===== src/sv/polyline_path_target_follow_top_macros.svh =====
// Assertion macros for the path target follower.
// Used by polyline_path_target_follow_top; expects aclk and aresetn in scope.
`ifndef POLYLINE_PATH_TARGET_FOLLOW_TOP_MACROS_SVH
`define POLYLINE_PATH_TARGET_FOLLOW_TOP_MACROS_SVH

// same-cycle implication
`define PPF_ASSERT_IMP(lbl, ante, cons, msg) \
    lbl: assert property (@(posedge aclk) disable iff (!aresetn) (ante) |-> (cons)) \
        else $error(msg);

// next-cycle implication
`define PPF_ASSERT_NXT(lbl, ante, cons, msg) \
    lbl: assert property (@(posedge aclk) disable iff (!aresetn) (ante) |=> (cons)) \
        else $error(msg);

`endif


===== src/sv/ppf_div.sv =====
// Iterative signed divider, one quotient bit per cycle, truncates toward zero.
// Divisor is positive. Depends on nothing.
`default_nettype none

module ppf_div #(
    parameter int NUM_W = 61,
    parameter int DEN_W = 30
) (
    input  wire logic                    aclk,
    input  wire logic                    aresetn,
    input  wire logic                    start,
    input  wire logic signed [NUM_W-1:0] num,
    input  wire logic        [DEN_W-1:0] den,
    output logic                         busy,
    output logic                         done,
    output logic signed      [NUM_W-1:0] quo
);

    localparam int CNT_W = $clog2(NUM_W + 1);

    logic             busy_reg, busy_next;
    logic             done_reg, done_next;
    logic             neg_reg;
    logic [CNT_W-1:0] cnt_reg;
    logic [NUM_W-1:0] acc_reg;
    logic [DEN_W-1:0] rem_reg;
    logic [DEN_W-1:0] den_reg;

    logic [DEN_W:0]   rem_sh;
    logic             ge;
    logic [DEN_W:0]   rem_sub;

    // one restoring step
    always_comb begin
        rem_sh  = {rem_reg, acc_reg[NUM_W-1]};
        ge      = rem_sh >= {1'b0, den_reg};
        rem_sub = rem_sh - {1'b0, den_reg};
    end

    always_comb begin
        busy_next = busy_reg;
        done_next = 1'b0;
        if (start) begin
            busy_next = 1'b1;
        end else if (busy_reg && cnt_reg == CNT_W'(1)) begin
            busy_next = 1'b0;
            done_next = 1'b1;
        end
    end

    always_ff @(posedge aclk) begin
        if (!aresetn) begin
            busy_reg <= 1'b0;
            done_reg <= 1'b0;
        end else begin
            busy_reg <= busy_next;
            done_reg <= done_next;
        end
    end

    // datapath
    always_ff @(posedge aclk) begin
        if (start) begin
            acc_reg <= num[NUM_W-1] ? NUM_W'(-num) : num;
            neg_reg <= num[NUM_W-1];
            rem_reg <= '0;
            den_reg <= den;
            cnt_reg <= CNT_W'(NUM_W);
        end else if (busy_reg) begin
            acc_reg <= {acc_reg[NUM_W-2:0], ge};
            rem_reg <= ge ? rem_sub[DEN_W-1:0] : rem_sh[DEN_W-1:0];
            cnt_reg <= cnt_reg - CNT_W'(1);
        end
    end

    assign busy = busy_reg;
    assign done = done_reg;
    assign quo  = neg_reg ? NUM_W'(-acc_reg) : acc_reg;

endmodule

`default_nettype wire


===== config.mk =====
export PLATFORM = sky130hd
export DESIGN_NAME = ppf_div
export DESIGN_NICKNAME = d
export VERILOG_FILES = /design/src/sv/polyline_path_target_follow_top_macros.svh /design/src/sv/ppf_div.sv
export SDC_FILE = /design/constraint.sdc
export NUM_CORES = 1
export LEC_CHECK = 0
export BUFFER_PORTS_ARGS = -buffer_cell sky130_fd_sc_hd__buf_2
export CAP_MARGIN = 15
export CORE_ASPECT_RATIO = 1.4
export CORE_UTILIZATION = 25
export DETAILED_ROUTE_END_ITERATION = 7
export GPL_TIMING_DRIVEN = 0
export PLACE_DENSITY_LB_ADDON = 0.05
export SLEW_MARGIN = 20
export SYNTH_ARGS = -nofsm -noshare
export SYNTH_HDL_FRONTEND = slang
export SYNTH_SLANG_ARGS = --single-unit

===== constraint.sdc =====
create_clock -name aclk -period 3.9 [get_ports aclk]
set_clock_uncertainty 0.05 [all_clocks]
set_input_delay 0.585 -clock aclk [delete_from_list [all_inputs] [get_ports aclk]]
set_output_delay 0.585 -clock aclk [all_outputs]
set_load 0.02 [all_outputs]

==> out/results.tsv <==
metric	value	unit
Hold Crit Depth	1	
htree depth	4	
Starting Density	25.3	%
io pins	157	
nature of the critical path startpoint	flop	
unrepaired setup endpoints after global routing	true	
Remaining DRCs	0	
Final Hold Vio Count	0	
kind of critical path	reg -> out	
max FFs per register	61	
most used routing layer in global routing	met2	
R2R depth	11	
Pre-Repair DR Iteration Count	4	
number of global-route vias before repair	8530	
pin count of the biggest net entering global routing	39	
critical path's largest stage delay	0.54	ns
hold-fix buffers at CTS	0	
met3 global-route usage	2.29	%
min Tclk post-route	4.28	ns
cts bufs inserted	17	
die area	0.0378	mm2
chip height	230	um
period utilization	110	%
final setup vio count	36	
clock slew at reported path FFs	0.06	ns
WL per Instance	19.2	um
asr flop ratio synth	0	%
syn_area_per_cell	9.07	um2
HPWL Detailed	24500	um
routing usage on met2	33.5	%
GRT Overall Usage	17.7	%
Row Count	83	
TritonCTS clock tree	done	
Arrival @ worst endpoint	3.65	ns
PortBufs	156	
clk root buf	clkbuf_16	
Die X	165	um
post-layout util	33.0	%
HP Start	den[20]	
setup TNS	-8.20	ns
Bufs on Longest Clock Path	2	
crit-path leading delay family	simple AND/OR/NAND/NOR gates	
commonest non-fill, non-tap cell in the layout	buf_2	
worst hold-check path type	in -> reg	
#FFs+latches synth	130	
Reg-to-Reg End	rem_reg[18]$_SDFFE_PP0P_	
M1 GR Usage	19.0	%
Worst setup EP type	output pin	
total gr overflow	0	
Final nets	1359	
share of layout cells above drive strength 1	24.6	%
reg2reg start	den_reg[16]$_DFFE_PP_	
Max-Cap Viols	0	
# clock sinks	130	
Synth Net Count	1150	
P per Cell Area	392	mW/mm2
worst-margin pin slew	1.25	ns
Mapped Area	0.00926	mm2
GPL Wtd Cong	0.808	
Final ANT Viol Nets	0	
Slew Limit Fails	0	
Slew HR	16.8	%
vias per std cell	4.85	
R2R Setup Slk	0.24	ns
number of enable flip-flop cells after synthesis	92	
Leak	4.64	nW
post-synth cell types	66	
P&R area growth vs syn	30.2	%
Clk Latency, worst-skew pair	0.45	ns
Worst VDD drop	0.253	mV
failing checks	negative setup slack	
first-pass GRT wire length	49800	um
final wirelength	32800	um
crit-path cells	or4_4 -> or4_4 -> or2_4 -> or3_4 -> nor2_4 -> nand3_4 -> buf_4 -> o31ai_4 -> xnor2_2 -> buf_4	
run status	finished with violations	
Max Clk Rate	233	MHz
Required @ worst endpoint	3.26	ns
Crit path buffers/inverters	2	
Mapped Cells	1020	
initial antenna violation count	0	
Worst path slowest cell	or4_4	
sequential area share after synthesis	38.1	%
total number of yosys warnings	0	
Crit Path Max Fanout	7	
vias	8289	
core area	0.0366	mm2
initial DRC count	255	
fin worst setup slack	-0.384	ns
hold path endpoint	den_reg[20]$_DFFE_PP_	
most frequent cells in the layout	buf_2 (128), nor2_1 (98), edfxtp_1 (92), a21oi_1 (87), xnor2_1 (72)	
Primary FF master, synth	edfxtp_1	
==> what timing repair did <==
| action | in CTS | in global routing |
|---|---|---|
| endpoints found under the setup margin | 36 | 42 |
| pin swaps | 20 | 21 |
| hold endpoints to repair | 0 | 0 |
| gates resized for setup | 92 | 45 |
| buffers inserted | 22 | 12 |
==> per-layer routing <==
metal / vias to the layer above / share of wire, %
met4: 0 / 3.3
met5: - / 0
li1: 4154 / -
met2: 154 / 55
met1: 3933 / 39
met3: 48 / 2.9
==> cells in the mapped netlist (all sizes together) (5+ instances only) <==
cell / instances / area share, %
inv: 47 / 1.9
buf: 11 / 0.70
o21bai: 5 / 0.41
a21o: 15 / 1.2
xnor2: 82 / 7.8
nor2b: 13 / 0.88
nand2: 65 / 2.6
a32oi: 5 / 0.47
nand2b: 6 / 0.41
o41ai: 15 / 1.9
or3: 21 / 1.5
or4: 14 / 1.3
nor4: 12 / 0.95
nand3: 17 / 1.0
a31oi: 5 / 0.34
and3: 8 / 0.54
o31ai: 41 / 3.3
edfxtp: 92 / 30
a21oi: 87 / 4.7
mux2i: 23 / 2.5
dfxtp: 38 / 8.2
nor3: 19 / 1.1
o21ai: 66 / 3.6
or2: 8 / 0.54
clkbuf: 38 / 1.5
a211oi: 20 / 1.6
nor2: 100 / 4.1
ha: 35 / 4.7
nand4: 8 / 0.54
xor2: 63 / 6.0
==> how the worst max path moves through the flow <==
stage,from,to,slack [ns],cells after the start
3_5_place_dp,acc_reg[5]$_DFFE_PP_,quo[55],-0.42,9
6_report,acc_reg[13]$_DFFE_PP_,quo[53],-0.38,10
5_1_grt,acc_reg[13]$_DFFE_PP_,quo[31],-0.46,8
2_1_floorplan,acc_reg[14]$_DFFE_PP_,quo[40],0.36,9
4_1_cts,acc_reg[12]$_DFFE_PP_,quo[60],-0.47,10
3_3_place_gp,start,acc_reg[42]$_DFFE_PP_,-0.65,4
==> final cells by class <==
type | instances | area [um2]
repair buffers | 191 | 1170
well taps | 467 | 584
diodes | 1 | 2.50
multi-input cells | 794 | 5820
clock inverters | 8 | 50.0
inverters | 47 | 179
fillers | 3883 | 24500
clock buffers | 24 | 513
flip-flops and latches | 130 | 3520
plain buffers | 48 | 204
==> where the power goes <==
group	internal (mW)	leakage (nW)	switching, mW
Clock	0.914	0.277	0.652
Combinational	0.566	3.15	0.815
Sequential	1.63	1.21	0.141
==> worst register-to-register path: cells and delay by family, from the launching register on <==
kind	cells	cell delay [ns]
DFF	1	0.36
AOI/OAI and AO/OA	6	1.70
and+or+nand+nor	2	0.53
adders and majority gates	1	0.29
buffers and inverters	2	0.64
==> per-stage QoR <==
stage / std cells / hold slack [ns] / cell area [um2] / worst slack, ns / power, mW
finish: 1710 / 0.259 / 12000 / -0.384 / 4.72
global route: 1709 / 0.237 / 12000 / -0.459 / 5.00
floorplan: 1020 / 0.403 / 9260 / 0.356 / 2.62
detailed placement: 1644 / 0.434 / 10600 / -0.421 / 3.08
CTS: 1698 / 0.230 / 11800 / -0.468 / 4.78
global placement: 1643 / 0.429 / 10600 / -0.654 / 3.08
==> logic make-up after synthesis <==
family                     Yosys count  synth area share (%)
and+or+nand+nor                    301                  16.2
DFF                                130                  38.1
adders and majority gates           36                  4.95
AOI/OAI and AO/OA                  289                  20.4
muxes                               23                  2.49
buffers and inverters               96                  4.15
xor gates and xnor gates           145                  13.7
Power figures use the tool's default switching activity.
